## config.mk

```make
export PLATFORM = sky130hd
export DESIGN_NAME = voxel_ray_traversal_top
export DESIGN_NICKNAME = d
export VERILOG_FILES = /design/src/sv/vrt_pkg.sv /design/src/sv/vrt_div.sv /design/src/sv/vrt_datapath.sv /design/src/sv/vrt_ctrl.sv /design/src/sv/voxel_ray_traversal_top.sv
export SDC_FILE = /design/constraint.sdc
export NUM_CORES = 1
export LEC_CHECK = 0
export ABC_AREA = 1
export BUFFER_PORTS_ARGS = -buffer_cell sky130_fd_sc_hd__buf_2
export CAP_MARGIN = 20
export CORE_ASPECT_RATIO = 0.7
export CORE_MARGIN = 1.5
export CORE_UTILIZATION = 25
export CTS_BUF_LIST = sky130_fd_sc_hd__clkbuf_4 sky130_fd_sc_hd__clkbuf_8
export DETAILED_ROUTE_END_ITERATION = 10
export PLACE_DENSITY = 0.39
export REMOVE_ABC_BUFFERS = 1
export SLEW_MARGIN = 20
export SYNTH_ARGS = -nofsm -noshare
export SYNTH_HDL_FRONTEND = slang
export SYNTH_SLANG_ARGS = --single-unit
```

## constraint.sdc

```tcl
create_clock -name i_clk -period 8.6 [get_ports i_clk]
set_clock_uncertainty 0.15 [all_clocks]
set_input_delay 0.86 -clock i_clk [delete_from_list [all_inputs] [get_ports i_clk]]
set_output_delay 0.86 -clock i_clk [all_outputs]
set_load 0.03 [all_outputs]
```

## src/sv/vrt_pkg.sv

```systemverilog
// ----------------------------------------------------------------------------
// vrt_pkg
// Shared types and constants for the voxel ray traversal block.
// ----------------------------------------------------------------------------
package vrt_pkg;

    localparam int COORD_BITS = 16;
    localparam int FRAC_BITS  = 16;
    localparam int DIR_FRAC   = 14;
    localparam int DIST_BITS  = 23;
    localparam int T_BITS     = 32;
    localparam int NUM_BITS   = FRAC_BITS + DIR_FRAC + 1;
    localparam int MAG_BITS   = 17;
    localparam int DIV_CNT_BITS = $clog2(NUM_BITS + 1);

    localparam logic [DIST_BITS-1:0] MAX_DIST_RESET = 23'd327680;
    localparam logic [T_BITS-1:0]    T_INF          = '1;

    // result kinds
    localparam logic [1:0] KIND_QUERY = 2'd0;
    localparam logic [1:0] KIND_HIT   = 2'd1;
    localparam logic [1:0] KIND_MISS  = 2'd2;
    localparam logic [1:0] KIND_IDLE  = 2'd3;

    // input ops
    localparam logic OP_START = 1'b0;
    localparam logic OP_REPLY = 1'b1;

    // division jobs per start: next crossing then delta, per axis
    typedef struct packed {
        logic       load;       // capture start request
        logic       div_start;  // launch divider on current job
        logic       div_store;  // write divider result
        logic       step;       // advance walk on non-solid reply
        logic       hit;        // end ray on hit
        logic [1:0] kind;       // result kind to register
        logic       out_load;   // load output register
    } t_cmd;

    typedef struct packed {
        logic       div_done;
        logic       last_job;
        logic       miss;
        logic       active;
    } t_sts;

endpackage

```

## src/sv/vrt_div.sv

```systemverilog
// ----------------------------------------------------------------------------
// vrt_div
// Restoring divider, one quotient bit per cycle, 32-bit saturated quotient.
// ----------------------------------------------------------------------------
module vrt_div (
    input  logic                            i_clk,
    input  logic                            i_rst_n,
    input  logic                            i_start,
    input  logic [vrt_pkg::NUM_BITS-1:0]    i_num,
    input  logic [vrt_pkg::MAG_BITS-1:0]    i_den,
    output logic                            o_done,
    output logic [vrt_pkg::T_BITS-1:0]      o_quot
);
    import vrt_pkg::*;

    logic [NUM_BITS-1:0]     r_num, n_num;
    logic [NUM_BITS-1:0]     r_quo, n_quo;
    logic [MAG_BITS:0]       r_rem, n_rem;
    logic [MAG_BITS-1:0]     r_den;
    logic [DIV_CNT_BITS-1:0] r_cnt, n_cnt;
    logic                    r_busy, r_done;
    logic [MAG_BITS:0]       w_trial;

    // one shift-subtract step
    always_comb begin
        w_trial = {r_rem[MAG_BITS-1:0], r_num[NUM_BITS-1]};
        n_num   = {r_num[NUM_BITS-2:0], 1'b0};
        if (w_trial >= {1'b0, r_den}) begin
            n_rem = w_trial - {1'b0, r_den};
            n_quo = {r_quo[NUM_BITS-2:0], 1'b1};
        end else begin
            n_rem = w_trial;
            n_quo = {r_quo[NUM_BITS-2:0], 1'b0};
        end
        n_cnt = r_cnt - 1'b1;
    end

    always_ff @(posedge i_clk) begin
        if (!i_rst_n) begin
            r_busy <= 1'b0;
            r_done <= 1'b0;
            r_cnt  <= '0;
        end else if (i_start) begin
            r_busy <= 1'b1;
            r_done <= 1'b0;
            r_cnt  <= DIV_CNT_BITS'(NUM_BITS);
        end else if (r_busy) begin
            r_cnt <= n_cnt;
            if (n_cnt == '0) begin
                r_busy <= 1'b0;
                r_done <= 1'b1;
            end
        end else begin
            r_done <= 1'b0;
        end
    end

    always_ff @(posedge i_clk) begin
        if (i_start) begin
            r_num <= i_num;
            r_den <= i_den;
            r_rem <= '0;
            r_quo <= '0;
        end else if (r_busy) begin
            r_num <= n_num;
            r_rem <= n_rem;
            r_quo <= n_quo;
        end
    end

    // zero divisor saturates; numerator is at most 2^30, so the quotient fits
    assign o_done = r_done;
    assign o_quot = (r_den == '0) ? T_INF
                    : {{(T_BITS-NUM_BITS){1'b0}}, r_quo};
endmodule

```

## src/sv/vrt_datapath.sv

```systemverilog
// ----------------------------------------------------------------------------
// vrt_datapath
// Ray state, setup divisions, axis selection and result register.
// ----------------------------------------------------------------------------
module vrt_datapath (
    input  logic                              i_clk,
    input  logic                              i_rst_n,
    input  vrt_pkg::t_cmd                     i_cmd,
    output vrt_pkg::t_sts                     o_sts,
    input  logic [vrt_pkg::DIST_BITS-1:0]     i_max_distance,
    input  logic [31:0]                       i_origin_x,
    input  logic [31:0]                       i_origin_y,
    input  logic [31:0]                       i_origin_z,
    input  logic [15:0]                       i_dir_x,
    input  logic [15:0]                       i_dir_y,
    input  logic [15:0]                       i_dir_z,
    output logic [1:0]                        o_kind,
    output logic [15:0]                       o_voxel_x,
    output logic [15:0]                       o_voxel_y,
    output logic [15:0]                       o_voxel_z,
    output logic [1:0]                        o_normal_x,
    output logic [1:0]                        o_normal_y,
    output logic [1:0]                        o_normal_z
);
    import vrt_pkg::*;

    logic [FRAC_BITS-1:0]  r_frac [3];
    logic [15:0]           r_dir  [3];
    logic [COORD_BITS-1:0] r_cell [3];
    logic [1:0]            r_step [3];
    logic [T_BITS-1:0]     r_tmax [3];
    logic [T_BITS-1:0]     r_tdel [3];
    logic [1:0]            r_norm [3];
    logic                  r_active;
    logic [2:0]            r_job;      // bit0 picks delta, bits 2:1 axis

    logic [1:0]            w_ax;
    logic [T_BITS:0]       w_sum;
    logic [T_BITS-1:0]     w_next;
    logic [15:0]           w_d;
    logic [MAG_BITS-1:0]   w_mag;
    logic [NUM_BITS-1:0]   w_num;
    logic [FRAC_BITS-1:0]  w_f;
    logic                  w_done;
    logic [T_BITS-1:0]     w_quot;
    logic [31:0]           w_org [3];
    logic [15:0]           w_din [3];

    assign w_org[0] = i_origin_x; assign w_org[1] = i_origin_y; assign w_org[2] = i_origin_z;
    assign w_din[0] = i_dir_x;    assign w_din[1] = i_dir_y;    assign w_din[2] = i_dir_z;

    // divider operands for current job
    always_comb begin
        w_d   = r_dir[r_job[2:1]];
        w_f   = r_frac[r_job[2:1]];
        w_mag = w_d[15] ? (MAG_BITS'(17'h10000) - {1'b0, w_d}) : {1'b0, w_d};
        if (r_job[0])
            w_num = NUM_BITS'(1) << (FRAC_BITS + DIR_FRAC);
        else if (w_d[15])
            w_num = NUM_BITS'({w_f, DIR_FRAC'(0)});
        else
            w_num = (NUM_BITS'(1) << (FRAC_BITS + DIR_FRAC))
                    - NUM_BITS'({w_f, DIR_FRAC'(0)});
    end

    vrt_div u_div (
        .i_clk  (i_clk),
        .i_rst_n(i_rst_n),
        .i_start(i_cmd.div_start),
        .i_num  (w_num),
        .i_den  (w_mag),
        .o_done (w_done),
        .o_quot (w_quot)
    );

    // smallest crossing, ties go to the later axis (z over y over x)
    always_comb begin
        if (r_tmax[0] < r_tmax[1] && r_tmax[0] < r_tmax[2]) w_ax = 2'd0;
        else if (r_tmax[1] < r_tmax[2])                      w_ax = 2'd1;
        else                                                 w_ax = 2'd2;
        w_sum  = {1'b0, r_tmax[w_ax]} + {1'b0, r_tdel[w_ax]};
        w_next = w_sum[T_BITS] ? T_INF : w_sum[T_BITS-1:0];
    end

    assign o_sts.div_done = w_done;
    assign o_sts.last_job = (r_job == 3'b101);
    assign o_sts.miss     = r_tmax[w_ax] > T_BITS'(i_max_distance);
    assign o_sts.active   = r_active;

    always_ff @(posedge i_clk) begin
        if (!i_rst_n) begin
            r_active <= 1'b0;
            r_job    <= '0;
            for (int a = 0; a < 3; a++) begin
                r_cell[a] <= '0;
                r_step[a] <= '0;
                r_tmax[a] <= T_INF;
                r_tdel[a] <= T_INF;
                r_norm[a] <= '0;
                r_frac[a] <= '0;
                r_dir[a]  <= '0;
            end
        end else begin
            if (i_cmd.load) begin
                r_active <= 1'b1;
                r_job    <= '0;
                for (int a = 0; a < 3; a++) begin
                    r_cell[a] <= COORD_BITS'(w_org[a][31:FRAC_BITS]);
                    r_frac[a] <= w_org[a][FRAC_BITS-1:0];
                    r_dir[a]  <= w_din[a];
                    r_norm[a] <= '0;
                    r_step[a] <= (w_din[a] == '0) ? 2'b00 : (w_din[a][15] ? 2'b11 : 2'b01);
                end
            end
            if (i_cmd.div_store) begin
                if (r_dir[r_job[2:1]] == '0) begin
                    if (r_job[0]) r_tdel[r_job[2:1]] <= T_INF;
                    else          r_tmax[r_job[2:1]] <= T_INF;
                end else if (r_job[0]) begin
                    r_tdel[r_job[2:1]] <= w_quot;
                end else begin
                    r_tmax[r_job[2:1]] <= w_quot;
                end
                r_job <= r_job[0] ? {r_job[2:1] + 2'd1, 1'b0} : {r_job[2:1], 1'b1};
            end
            if (i_cmd.hit) r_active <= 1'b0;
            if (i_cmd.step) begin
                r_tmax[w_ax] <= w_next;
                r_cell[w_ax] <= r_cell[w_ax] + {{(COORD_BITS-2){r_step[w_ax][1]}}, r_step[w_ax]};
                for (int a = 0; a < 3; a++)
                    r_norm[a] <= (a == int'(w_ax)) ? (2'b00 - r_step[a]) : 2'b00;
                if (o_sts.miss) r_active <= 1'b0;
            end
        end
    end

    // result register; loaded from state as it stands after update
    always_ff @(posedge i_clk) begin
        if (i_cmd.out_load) begin
            o_kind <= i_cmd.kind;
            if (i_cmd.kind == KIND_QUERY || i_cmd.kind == KIND_HIT) begin
                o_voxel_x <= 16'(r_cell[0]);
                o_voxel_y <= 16'(r_cell[1]);
                o_voxel_z <= 16'(r_cell[2]);
            end else begin
                o_voxel_x <= '0; o_voxel_y <= '0; o_voxel_z <= '0;
            end
            if (i_cmd.kind == KIND_HIT) begin
                o_normal_x <= r_norm[0]; o_normal_y <= r_norm[1]; o_normal_z <= r_norm[2];
            end else begin
                o_normal_x <= '0; o_normal_y <= '0; o_normal_z <= '0;
            end
        end
    end
endmodule

```

## src/sv/vrt_ctrl.sv

```systemverilog
// ----------------------------------------------------------------------------
// vrt_ctrl
// Sequencer: request intake, setup divisions, walk step, result handoff.
// ----------------------------------------------------------------------------
module vrt_ctrl (
    input  logic          i_clk,
    input  logic          i_rst_n,
    input  logic          i_valid,
    output logic          o_ready,
    input  logic          i_op,
    input  logic          i_solid,
    output logic          o_valid,
    input  logic          i_ready,
    output vrt_pkg::t_cmd o_cmd,
    input  vrt_pkg::t_sts i_sts
);
    import vrt_pkg::*;

    typedef enum logic [5:0] {
        S_IDLE  = 6'b000001,
        S_DIVGO = 6'b000010,
        S_DIVW  = 6'b000100,
        S_STEP  = 6'b001000,
        S_EMIT  = 6'b010000,
        S_OUT   = 6'b100000
    } t_state;

    t_state     r_state, n_state;
    logic [1:0] r_kind, n_kind;
    logic       r_solid;
    logic       w_acc;

    assign w_acc   = i_valid && o_ready;
    assign o_ready = (r_state == S_IDLE);
    assign o_valid = (r_state == S_OUT);

    always_comb begin
        n_state = r_state;
        n_kind  = r_kind;
        o_cmd   = '0;
        unique case (r_state)
            S_IDLE: begin
                if (w_acc) begin
                    if (i_op == OP_START) begin
                        o_cmd.load = 1'b1;
                        n_state    = S_DIVGO;
                    end else begin
                        n_state = S_STEP;
                    end
                end
            end
            S_DIVGO: begin
                o_cmd.div_start = 1'b1;
                n_state         = S_DIVW;
            end
            S_DIVW: begin
                if (i_sts.div_done) begin
                    o_cmd.div_store = 1'b1;
                    n_kind          = KIND_QUERY;
                    n_state         = i_sts.last_job ? S_EMIT : S_DIVGO;
                end
            end
            S_STEP: begin
                if (!i_sts.active) begin
                    n_kind = KIND_IDLE;
                end else if (r_solid) begin
                    o_cmd.hit = 1'b1;
                    n_kind    = KIND_HIT;
                end else begin
                    o_cmd.step = 1'b1;
                    n_kind     = i_sts.miss ? KIND_MISS : KIND_QUERY;
                end
                n_state = S_EMIT;
            end
            S_EMIT: begin
                o_cmd.out_load = 1'b1;
                o_cmd.kind     = r_kind;
                n_state        = S_OUT;
            end
            S_OUT: begin
                if (i_ready) n_state = S_IDLE;
            end
            default: n_state = S_IDLE;
        endcase
    end

    always_ff @(posedge i_clk) begin
        if (!i_rst_n) begin
            r_state <= S_IDLE;
            r_kind  <= KIND_QUERY;
        end else begin
            r_state <= n_state;
            r_kind  <= n_kind;
        end
    end

    always_ff @(posedge i_clk) begin
        if (w_acc) r_solid <= i_solid;
    end
endmodule

```

## src/sv/voxel_ray_traversal_top.sv

```systemverilog
// ----------------------------------------------------------------------------
// voxel_ray_traversal_top
// 3D DDA voxel walk with start and reply requests.
// ----------------------------------------------------------------------------
// channel  | direction | handshake            | payload
// in       | input     | i_valid / o_ready    | op, origin_xyz, dir_xyz, solid
// out      | output    | o_valid / i_ready    | kind, voxel_xyz, normal_xyz
// cfg      | input     | i_cfg_valid / o_cfg_ready | max_distance
// A reply goes through the step and emit states before its result is shown;
// a start first runs six divisions one after another on the one shared
// bit-serial divider, then goes through the emit state.
// One request is in flight at a time; the next is taken once the result
// is taken. Reset is synchronous and leaves no ray active.
module voxel_ray_traversal_top (
    input  logic                            i_clk,
    input  logic                            i_rst_n,
    input  logic                            i_valid,
    output logic                            o_ready,
    input  logic                            i_op,
    input  logic signed [31:0]              i_origin_x,
    input  logic signed [31:0]              i_origin_y,
    input  logic signed [31:0]              i_origin_z,
    input  logic signed [15:0]              i_dir_x,
    input  logic signed [15:0]              i_dir_y,
    input  logic signed [15:0]              i_dir_z,
    input  logic                            i_solid,
    output logic                            o_valid,
    input  logic                            i_ready,
    output logic [1:0]                      o_kind,
    output logic signed [15:0]              o_voxel_x,
    output logic signed [15:0]              o_voxel_y,
    output logic signed [15:0]              o_voxel_z,
    output logic signed [1:0]               o_normal_x,
    output logic signed [1:0]               o_normal_y,
    output logic signed [1:0]               o_normal_z,
    input  logic                            i_cfg_valid,
    output logic                            o_cfg_ready,
    input  logic [vrt_pkg::DIST_BITS-1:0]   i_cfg_data
);
    import vrt_pkg::*;

    t_cmd                 w_cmd;
    t_sts                 w_sts;
    logic [DIST_BITS-1:0] r_max_distance;

    // config register
    assign o_cfg_ready = 1'b1;
    always_ff @(posedge i_clk) begin
        if (!i_rst_n)        r_max_distance <= MAX_DIST_RESET;
        else if (i_cfg_valid) r_max_distance <= i_cfg_data;
    end

    vrt_ctrl u_ctrl (
        .i_clk  (i_clk),
        .i_rst_n(i_rst_n),
        .i_valid(i_valid),
        .o_ready(o_ready),
        .i_op   (i_op),
        .i_solid(i_solid),
        .o_valid(o_valid),
        .i_ready(i_ready),
        .o_cmd  (w_cmd),
        .i_sts  (w_sts)
    );

    vrt_datapath u_dp (
        .i_clk         (i_clk),
        .i_rst_n       (i_rst_n),
        .i_cmd         (w_cmd),
        .o_sts         (w_sts),
        .i_max_distance(r_max_distance),
        .i_origin_x    (i_origin_x),
        .i_origin_y    (i_origin_y),
        .i_origin_z    (i_origin_z),
        .i_dir_x       (i_dir_x),
        .i_dir_y       (i_dir_y),
        .i_dir_z       (i_dir_z),
        .o_kind        (o_kind),
        .o_voxel_x     (o_voxel_x),
        .o_voxel_y     (o_voxel_y),
        .o_voxel_z     (o_voxel_z),
        .o_normal_x    (o_normal_x),
        .o_normal_y    (o_normal_y),
        .o_normal_z    (o_normal_z)
    );
endmodule

```

Word level (Yosys, flattened, before mapping)
Memories as Yosys holds them, arrays and structs flattened. A register that Yosys moved wholly into a read port is not among the register bits.
Index checks and enable logic that the tools add are counted.
- add/subtract/negate cells: 10
- order comparisons: 5
- equal/unequal tests: 14
- muxes and demuxes: 115
- bitwise gates (word level): 22
- reductions and logical operators: 28
- operator list (kind ; number):
    two-way mux 32 bit ; 7
    two-way mux 16 bit ; 10
    two-way mux 31 bit ; 4
    < comparator 32 bit ; 3
    OR reduction 32 bit ; 3
    two-way mux 2 bit ; 34
    logical NOT 16 bit ; 4
    two-way mux 1 bit ; 45
    one-hot mux 6 bit (6 select lines) ; 1
    adder 32 x 32 -> 33 bit ; 1
    greater-than comparator 32 x 23 -> 1 bit ; 1
    subtractor 31 x 30 -> 31 bit (first input constant) ; 1
    OR 1 bit ; 20
    greater-or-equal comparator 18 x 17 -> 1 bit ; 1
    two-way mux 6 bit ; 3
    logical NOT 17 bit ; 1
    two-way mux 17 bit ; 1
    subtractor 17 x 16 -> 17 bit (first input constant) ; 1
    subtractor 17 bit ; 1
    adder 16 bit ; 1
    OR reduction 16 bit ; 1
    two-way mux 15 bit ; 1
    two-way mux 5 bit ; 3
    two-way mux 3 bit ; 4
    other kinds (26) ; 42
- register bits: 141
- memory bits (writable): 348
- bits of input ports: 174
- output and inout port bits: 59
- logic and storage cells: 217
- memories kept: 7
- memory list (name ; words ; width ; rd ports ; clocked after Yosys merged registers in ; wr ports ; RTL line ; text):
    u_dp.r_tdel ; 3 ; 32 ; 1 ; 0 ; 3 ; vrt_datapath.sv:32 ; logic [T_BITS-1:0] r_tdel [3];
    u_dp.r_tmax ; 3 ; 32 ; 4 ; 0 ; 3 ; vrt_datapath.sv:31 ; logic [T_BITS-1:0] r_tmax [3];
    u_dp.r_cell ; 3 ; 16 ; 4 ; 3 ; 3 ; vrt_datapath.sv:29 ; logic [COORD_BITS-1:0] r_cell [3];
    u_dp.r_dir ; 3 ; 16 ; 1 ; 1 ; 3 ; vrt_datapath.sv:28 ; logic [15:0] r_dir [3];
    u_dp.r_frac ; 3 ; 16 ; 1 ; 1 ; 3 ; vrt_datapath.sv:27 ; logic [FRAC_BITS-1:0] r_frac [3];
    u_dp.r_norm ; 3 ; 2 ; 3 ; 3 ; 3 ; vrt_datapath.sv:33 ; logic [1:0] r_norm [3];
    +1 memories ; -- ; -- ; -- ; -- ; -- ; -- ;

Longest topological paths before layout
Gate-level depths: netlist (run 1).
An unclocked memory read counts as a cell.
- depth after elaboration: 10
- depth in mapped cells: 35
- mapped depth without buffers: 32

Hierarchy
Synthesis (run 1) repeated with hierarchy kept, for this count alone.
- cell total of the unflattened synthesis: 3648
- area total of the unflattened synthesis: 31263.7 µm²
- modules (own cells, without submodules) (module ; times used ; cells each ; area an instance (µm²) ; seq. area each (µm²)):
    vrt_datapath ; 1 ; 2738 ; 24473.5 ; 12251.8
    vrt_div ; 1 ; 680 ; 5243.8 ; 2542.4
    voxel_ray_traversal_top ; 1 ; 144 ; 963.4 ; 460.4
    vrt_ctrl ; 1 ; 86 ; 583.1 ; 190.2

Worst setup path after synthesis (run 1)
No wires, ideal clock.
- kind: reg-to-reg
- start: reg u_ctrl.r_state[0]
- end: reg u_dp.o_voxel_x[15], read port of u_dp.r_cell, data pin
- setup time: 265 ps
- arrival: 5966 ps
- required time: 8185 ps
- path slack: 2219 ps
- cell stages (with the launch flop): 11
- path buffers: 2
- period minus slack after synthesis: 6381 ps
- cells stage by stage: dfxtp_1 -> nor2_1 -> inv_1 -> nor2_1 -> inv_1 -> nor3_1 -> inv_1 -> nor2_1 -> clkbuf_1 -> buf_1 -> nor2_1
- word-level cells in the longest chain between the ends: 5
- elaborated cells on any way between the ends: 6
- classes of those cells: eq/ne: 2; mux: 1; reduce/logical: 3
- RTL lines (item ; RTL line ; text):
    from (decl) ; vrt_ctrl.sv:28 ; t_state r_state, n_state;
    from (signal assigned) ; vrt_ctrl.sv:92 ; r_state <= n_state;
    equality test 6 x 5 -> 1 bit * ; vrt_ctrl.sv:41 ; unique case (r_state)
    two-way mux 3 bit * ; vrt_ctrl.sv:41 ;
    equality test 2 x 1 -> 1 bit or logical NOT 2 bit (tied branches) ; vrt_datapath.sv:141 ; if (i_cmd.kind == KIND_QUERY || i_cmd.kind == KIND_HIT) begin
    logical OR 1 bit ; vrt_datapath.sv:141 ;
    logical NOT 1 bit (no source line) ; -- ;
    to (decl) ; vrt_datapath.sv:18 ; output logic [15:0] o_voxel_x,
Every way passes the cells marked *; elsewhere a longest branch is shown, timed or not.
A chain may end at the register's enable or synchronous reset.

==> reports/qor.yml, run 1 <==
status: "finished, violations left"
violations: "DRC"
slew_viol_final: 0
cts_sinks: 531
dr.pass1.iters: 9
slowest_delay_ns: 0.49
dpl_worst_slack_ns: 2.06
grt_max_degree: 73
dieArea_um2: 119000
ys_seq_elements: 531
die_h_um: 289
worst_pin_slew_ns: 1.13
cap_viol_max_count: 0
p_per_area_nw_per_um2: 181
synthFlopType: "edfxtp_1"
synthArstFlopShare: 0
final.fill_count: 12400
area_growth_pct: 17.0
holdBufCountCts: 0
tritoncts.num_buffers: 95
drive_above_1_share: 0.155
io_buffers: 231
worst-r2r-setup-slack_ns: 2.02
path_clk_slew_ns: 0.06
cts.path.max_buffers: 3
cp_slowest_cell: "buf_4"
vias: 22500
crit_top_cell: "nand2_1"
grt_pass1_vias: 22000
finish.utilization: 0.296
final_nets: 3803
fin_crit_sh: 0.765
syn_area_um2: 29200
drc: 14
grt_usage: 0.155
worstPathRequired_ns: 8.93
grt_first_pass_wirelength_um: 138000
relSlewSlack: 0.246
core.rowCount: 104
synth_edf_count: 439
grt_antenna_before_repair: 3
overflow: 0
start_kind: "flop"
finalWorstSetupSlack_ns: 2.02
setup_viol: 0
start_util: 0.253
critPathKind: "reg -> reg"
cts_setup_buffers: 0
p_leak_nw: 14.0
io_pins: 233
fin_crit_ns: 6.58
rsz0062_at_grt: "false"
peakVddDrop_uv: 152
netlist_instances: 3186
crit_arrival_ns: 6.92
insertion_delay_ns: 0.76
dpl.cell_count: 4878
avgSynthCellArea_um2: 9.16
ctsResizeCount: 0
core-area_um2: 115000
dp_hpwl_um: 65000
synth_cell_types: 66
wl_um: 93400
clockRootBuffer: "clkbuf_8"
yosysSeqAreaShare: 0.515
worst-path-max-fanout: 34
setup-tns-final_ns: 0
cts_tree: "yes"
hold_violations: 0
h-tree-depth: 3
fmax_ghz: 0.152
p_total_mw: 6.17
final_cells: 5055
min_path_type: "in -> reg"
drtIter0Drc: 1366
synth_warnings: 0
wire_per_inst_um: 18.5
viasPerCell: 4.45
cp-end-kind: "flop"
antenna_left: 0
gp_congestion: 0.846
die_x_um: 411
-- final timing paths --
path                           start                  to  cells after the start
setup / recovery  u_dp.r_tmax[1][21]  u_dp.r_tmax[0][29]                     31
hold / removal        i_cfg_data[18]  r_max_distance[18]                      3
setup reg to reg  u_dp.r_tmax[1][21]  u_dp.r_tmax[0][29]                     31
hold reg to reg   r_max_distance[13]  r_max_distance[13]                      2
-- through the flow --
stage | area (um^2) | hold WS (ns)
after floorplan | 28600 | 0.280
after global placement | 32100 | 0.303
after detailed placement | 32100 | 0.306
after CTS | 34100 | 0.115
after global routing | 34100 | 0.183
final | 34100 | 0.201
-- cell families (layout without fill, tap and decap cells) --
| family | after synthesis | count (layout) | share of synthesized area |
|---|---|---|---|
| simple gates | 1168 | 1168 | 0.167 |
| buf+inv | 629 | 959 | 0.0864 |
| compound gates | 591 | 591 | 0.126 |
| flops | 531 | 531 | 0.515 |
| fa+ha+maj | 190 | 190 | 0.0823 |
| xor+xnor | 75 | 75 | 0.0225 |
| other cells | 2 | 4 | 0.000257 |
-- registers in the layout, summed over array words and instances, names as in the netlist, 17 cells and up, named ones only --
name	count
r_max_distance	23
u_dp.r_dir	48
u_dp.r_cell	48
u_dp.r_tdel	96
u_dp.u_div.r_rem	17
u_dp.r_tmax	96
u_dp.u_div.r_quo	31
u_dp.r_frac	48
u_dp.u_div.r_den	17
u_dp.u_div.r_num	17
-- metal layers --
layer,global-route usage,part of all wire,vias to the layer above
li1,-,-,11200
met1,0.236,0.53,10800
met2,0.224,0.42,423
met3,0.0261,0.042,112
met4,0.0366,0.017,2
met5,0,0.00018,-
-- final cells by class --
class | instances | area [um^2] | share of cell area
diodes | 2 | 5.00 | 0.000147
clock buffers | 135 | 1680 | 0.0493
well taps | 1537 | 1920 | 0.0563
repair buffers | 265 | 1430 | 0.0419
flip-flops and latches | 531 | 15000 | 0.440
multi-input cells | 2026 | 11700 | 0.344
clock inverters | 39 | 372 | 0.0109
inverters | 520 | 1950 | 0.0572
-- worst max-delay path, delay by kind of cell (launching register included) --
kind | cells | cell delay (ns)
flip-flops | 1 | 0.39
adder cells (fa/ha/maj) | 2 | 0.65
AO/OA/AOI/OAI | 6 | 0.93
buffers and inverters | 6 | 1.90
AND/OR/NAND/NOR | 17 | 2.26
-- cell usage after synthesis (all sizes together) (7+ instances only) --
| cell type | number | share of area |
|---|---|---|
| ha | 187 | 0.080 |
| nor4 | 26 | 0.0060 |
| edfxtp | 439 | 0.45 |
| buf | 52 | 0.012 |
| nor3 | 28 | 0.0055 |
| a31oi | 7 | 0.0020 |
| a22oi | 30 | 0.0077 |
| nand3 | 106 | 0.019 |
| nor2 | 322 | 0.043 |
| o21bai | 7 | 0.0018 |
| xor2 | 42 | 0.013 |
| clkbuf | 57 | 0.0073 |
| o211ai | 23 | 0.0061 |
| dfxtp | 92 | 0.063 |
| nand4 | 20 | 0.0043 |
| a21o | 14 | 0.0036 |
| inv | 518 | 0.067 |
| o22ai | 71 | 0.021 |
| o21ai | 196 | 0.037 |
| nand2 | 639 | 0.083 |
| or2 | 22 | 0.0047 |
| xnor2 | 33 | 0.0099 |
| a21oi | 207 | 0.036 |
-- where the power goes --
part / internal (mW) / total (mW) / switching [mW]
Clock: 1.45 / 2.63 / 1.18
Combinational: 0.189 / 0.574 / 0.385
Sequential: 2.91 / 2.97 / 0.0559
-- cell usage in the layout, fill, tap and decap left out, types with 22 or more instances in the layout --
master / count
nand3_1: 101
inv_1: 501
o211ai_1: 22
nor4_1: 23
a22oi_1: 30
nor3_1: 24
xnor2_1: 33
o21ai_2: 25
a21oi_1: 205
nor2_1: 306
buf_2: 231
nand2_1: 630
o21ai_1: 24
buf_4: 32
edfxtp_1: 439
clkbuf_4: 28
clkbuf_8: 107
o21ai_0: 141
ha_1: 187
xor2_1: 42
o22ai_1: 59
dfxtp_1: 92
Power figures use the tool's default switching activity.
==> run 2: changes to the inputs <==
--- a/config.mk
+++ b/config.mk
@@ -5,7 +5,7 @@
 export SDC_FILE = /design/constraint.sdc
 export NUM_CORES = 1
 export LEC_CHECK = 0
-export ABC_AREA = 1
+export ABC_AREA = 0
 export BUFFER_PORTS_ARGS = -buffer_cell sky130_fd_sc_hd__buf_2
 export CAP_MARGIN = 20
 export CORE_ASPECT_RATIO = 0.7
==> constraint.sdc (replaced) <==
create_clock -name i_clk -period 6.1 [get_ports i_clk]
set_clock_uncertainty 0.15 [all_clocks]
set_input_delay 0.61 -clock i_clk [delete_from_list [all_inputs] [get_ports i_clk]]
set_output_delay 0.61 -clock i_clk [all_outputs]
set_load 0.03 [all_outputs]
==> reports/qor.yml, run 2 <==
status: "completed"
tritoncts.num_buffers: 96
avgSynthCellArea_um2: 10.8
multi_input_area_um2: 13400
critPathKind: "reg -> reg"
yosysSeqAreaShare: 0.509
netlist_instances: 2727
stdcell_area_um2: 36600
clockRootBuffer: "clkbuf_8"
min_path_type: "in -> reg"
yosys-top-cells-count: "edfxtp_1, nor2_1, a21oi_1, nand2_1, ha_1"
cts_setup_buffers: 0
dpl_cell_area_um2: 32800
p_per_area_nw_per_um2: 266
worst-path-max-fanout: 42
grt_pass1_vias: 22100
dieArea_um2: 120000
drtIter0Drc: 1347
hold_path_end: "u_ctrl.r_state[0]"
vias: 21900
worst-r2r-setup-slack_ns: 0.32
final.fill_count: 12000
peakVddDrop_uv: 177
h-tree-depth: 3
fin_crit_sh: 0.948
grt_antenna_before_repair: 5
syn_area_um2: 29500
synthFlopType: "edfxtp_1"
r2r_cells: 23
critPathLaunch: "u_dp.r_tmax[0][6]"
regArea_um2: 15000
finalWorstSetupSlack_ns: 0.315
path_clk_slew_ns: 0.06
mostFrequentLayoutCell: "edfxtp_1"
insertion_delay_ns: 0.79
core-area_um2: 117000
worstPathRequired_ns: 6.40
crit_arrival_ns: 6.08
die_h_um: 290
synth_warnings: 0
die_x_um: 414
area_growth_pct: 23.9
gp_congestion: 0.844
final_cell_mix: "edfxtp_1, nor2_1, buf_2, a21oi_1, ha_1"
synth_cell_types: 86
fmax_ghz: 0.173
fin_crit_ns: 5.78
slew_viol_final: 0
min-delay-start: "i_rst_n"
worst_r2r_startpoint: "u_dp.r_tmax[0][6]"
hold_path_depth: 2
setup_viol: 0
p_leak_nw: 14.1
cts.path.max_buffers: 3
relSlewSlack: 0.243
synthMostInstantiatedCell: "edfxtp_1"
cap_viol_max_count: 0
synth_edf_count: 439
cts_sinks: 531
core.rowCount: 105
start_kind: "flop"
viasPerCell: 4.54
dp_hpwl_um: 62700
io_pins: 233
synth_largest_area_cell: "edfxtp_1"
cp-end-kind: "flop"
ys_top_cells_by_area: "edfxtp_1, ha_1, dfxtp_1"
dpl_worst_slack_ns: 0.137
wire_per_inst_um: 18.6
io_buffers: 231
drive_above_1_share: 0.176
grt_usage: 0.147
synthArstFlopShare: 0
yosys.area.top_type_share: 0.447
overflow: 0
antenna_left: 0
ys_seq_elements: 531
grt_max_degree: 103
dr.pass1.iters: 5
hold_violations: 0
start_util: 0.252
worst_pin_slew_ns: 1.13
rsz0062_at_grt: "false"
cts_tree: "yes"
r2r_end: "u_dp.r_tmax[1][29]"
wl_um: 89600
grt_first_pass_wirelength_um: 135000
reg.largest.list: "u_dp.r_tdel x96, u_dp.r_tmax x96"
final_nets: 3556
drc: 0
run 2: cell types whose count changed after synthesis, sizes merged, moves of 95 or more:
cell	change
nand2	-446
inv	-372
and2	+163
mux2i	+147
nand2b	+124
o21ai	-95
run 2: area by class of cell:
cell class,count,area share
Clock inverter,39,0.00818
Sequential cell,531,0.411
Tap cell,1551,0.0531
Antenna cell,3,0.000205
Clock buffer,140,0.0459
Multi-Input combinational cell,1925,0.367
Timing Repair Buffer,492,0.0998
Inverter,146,0.0151
run 2: how the worst max path moves through the flow:
stage | endpoint | slack [ns]
after floorplan | u_dp.r_tmax[2][30] | -2.62
after global placement | u_dp.r_tmax[0][29] | 0.12
after detailed placement | u_dp.r_tmax[1][29] | 0.14
after CTS | u_dp.r_tmax[1][29] | 0.09
after global routing | u_dp.r_tmax[1][30] | 0.002
final | u_dp.r_tmax[1][29] | 0.32
run 2: critical path, cell delays in order (launching register included):
cell       delay, ns
edfxtp_1        0.46
ha_1            0.34
and3_1          0.20
a221o_1         0.34
a31oi_1         0.20
o31ai_2         0.13
a41oi_1         0.44
o21ai_4         0.16
buf_12          0.21
o211ai_1        0.10
o21a_1          0.25
ha_1            0.26
a21oi_1         0.19
nor2_1          0.09
o31a_1          0.33
o2111ai_1       0.26
buf_4           0.18
a211oi_1        0.06
buf_4           0.15
o21ai_1         0.20
a21oi_2         0.11
mux2i_1         0.13
o32a_2          0.40
nand2b_1        0.14
run 2: kinds of logic after synthesis:
| logic type | after synthesis | synth area share |
|---|---|---|
| simple gates | 940 | 0.160 |
| buf+inv | 271 | 0.0401 |
| other cells | 2 | 0.000255 |
| compound gates | 549 | 0.129 |
| mux | 159 | 0.0555 |
| xor+xnor | 85 | 0.0252 |
| fa+ha+maj | 190 | 0.0813 |
| flops | 531 | 0.509 |
run 2: timing repair:
item / 4_1_cts / 5_1_grt
hold buffers: 170 / 0
hold endpoints to repair: 174 / 0
endpoints found under the setup margin: 0 / 105
resized for setup: 0 / 19
run 2: per-stage QoR:
stage          total power, mW  utilization  instances  hold slack (ns)  TNS (ns)
2_1_floorplan             5.70            -       2602            0.290   -582.50
3_3_place_gp              6.18        0.280       4475            0.304         0
3_5_place_dp              6.20        0.280       4475            0.315         0
4_1_cts                   9.89        0.312       4824           0.0520         0
5_1_grt                   10.3        0.312       4827           0.0628         0
6_report                  9.74        0.312       4827            0.117         0
run 2: power breakdown:
part	switching [mW]	internal [mW]	total [mW]	leakage, nW
Clock	1.64	1.88	3.52	1.05
Combinational	1.00	0.745	1.75	8.52
Sequential	0.184	4.28	4.47	4.54
Total	2.83	6.91	9.74	14.1
run 2: metal layers:
layer	global-route usage	part of all wire	vias up
li1	-	-	10800
met1	0.220	0.52	10600
met2	0.215	0.42	438
met3	0.0298	0.046	126
met4	0.0356	0.020	2
met5	0	0.00011	-
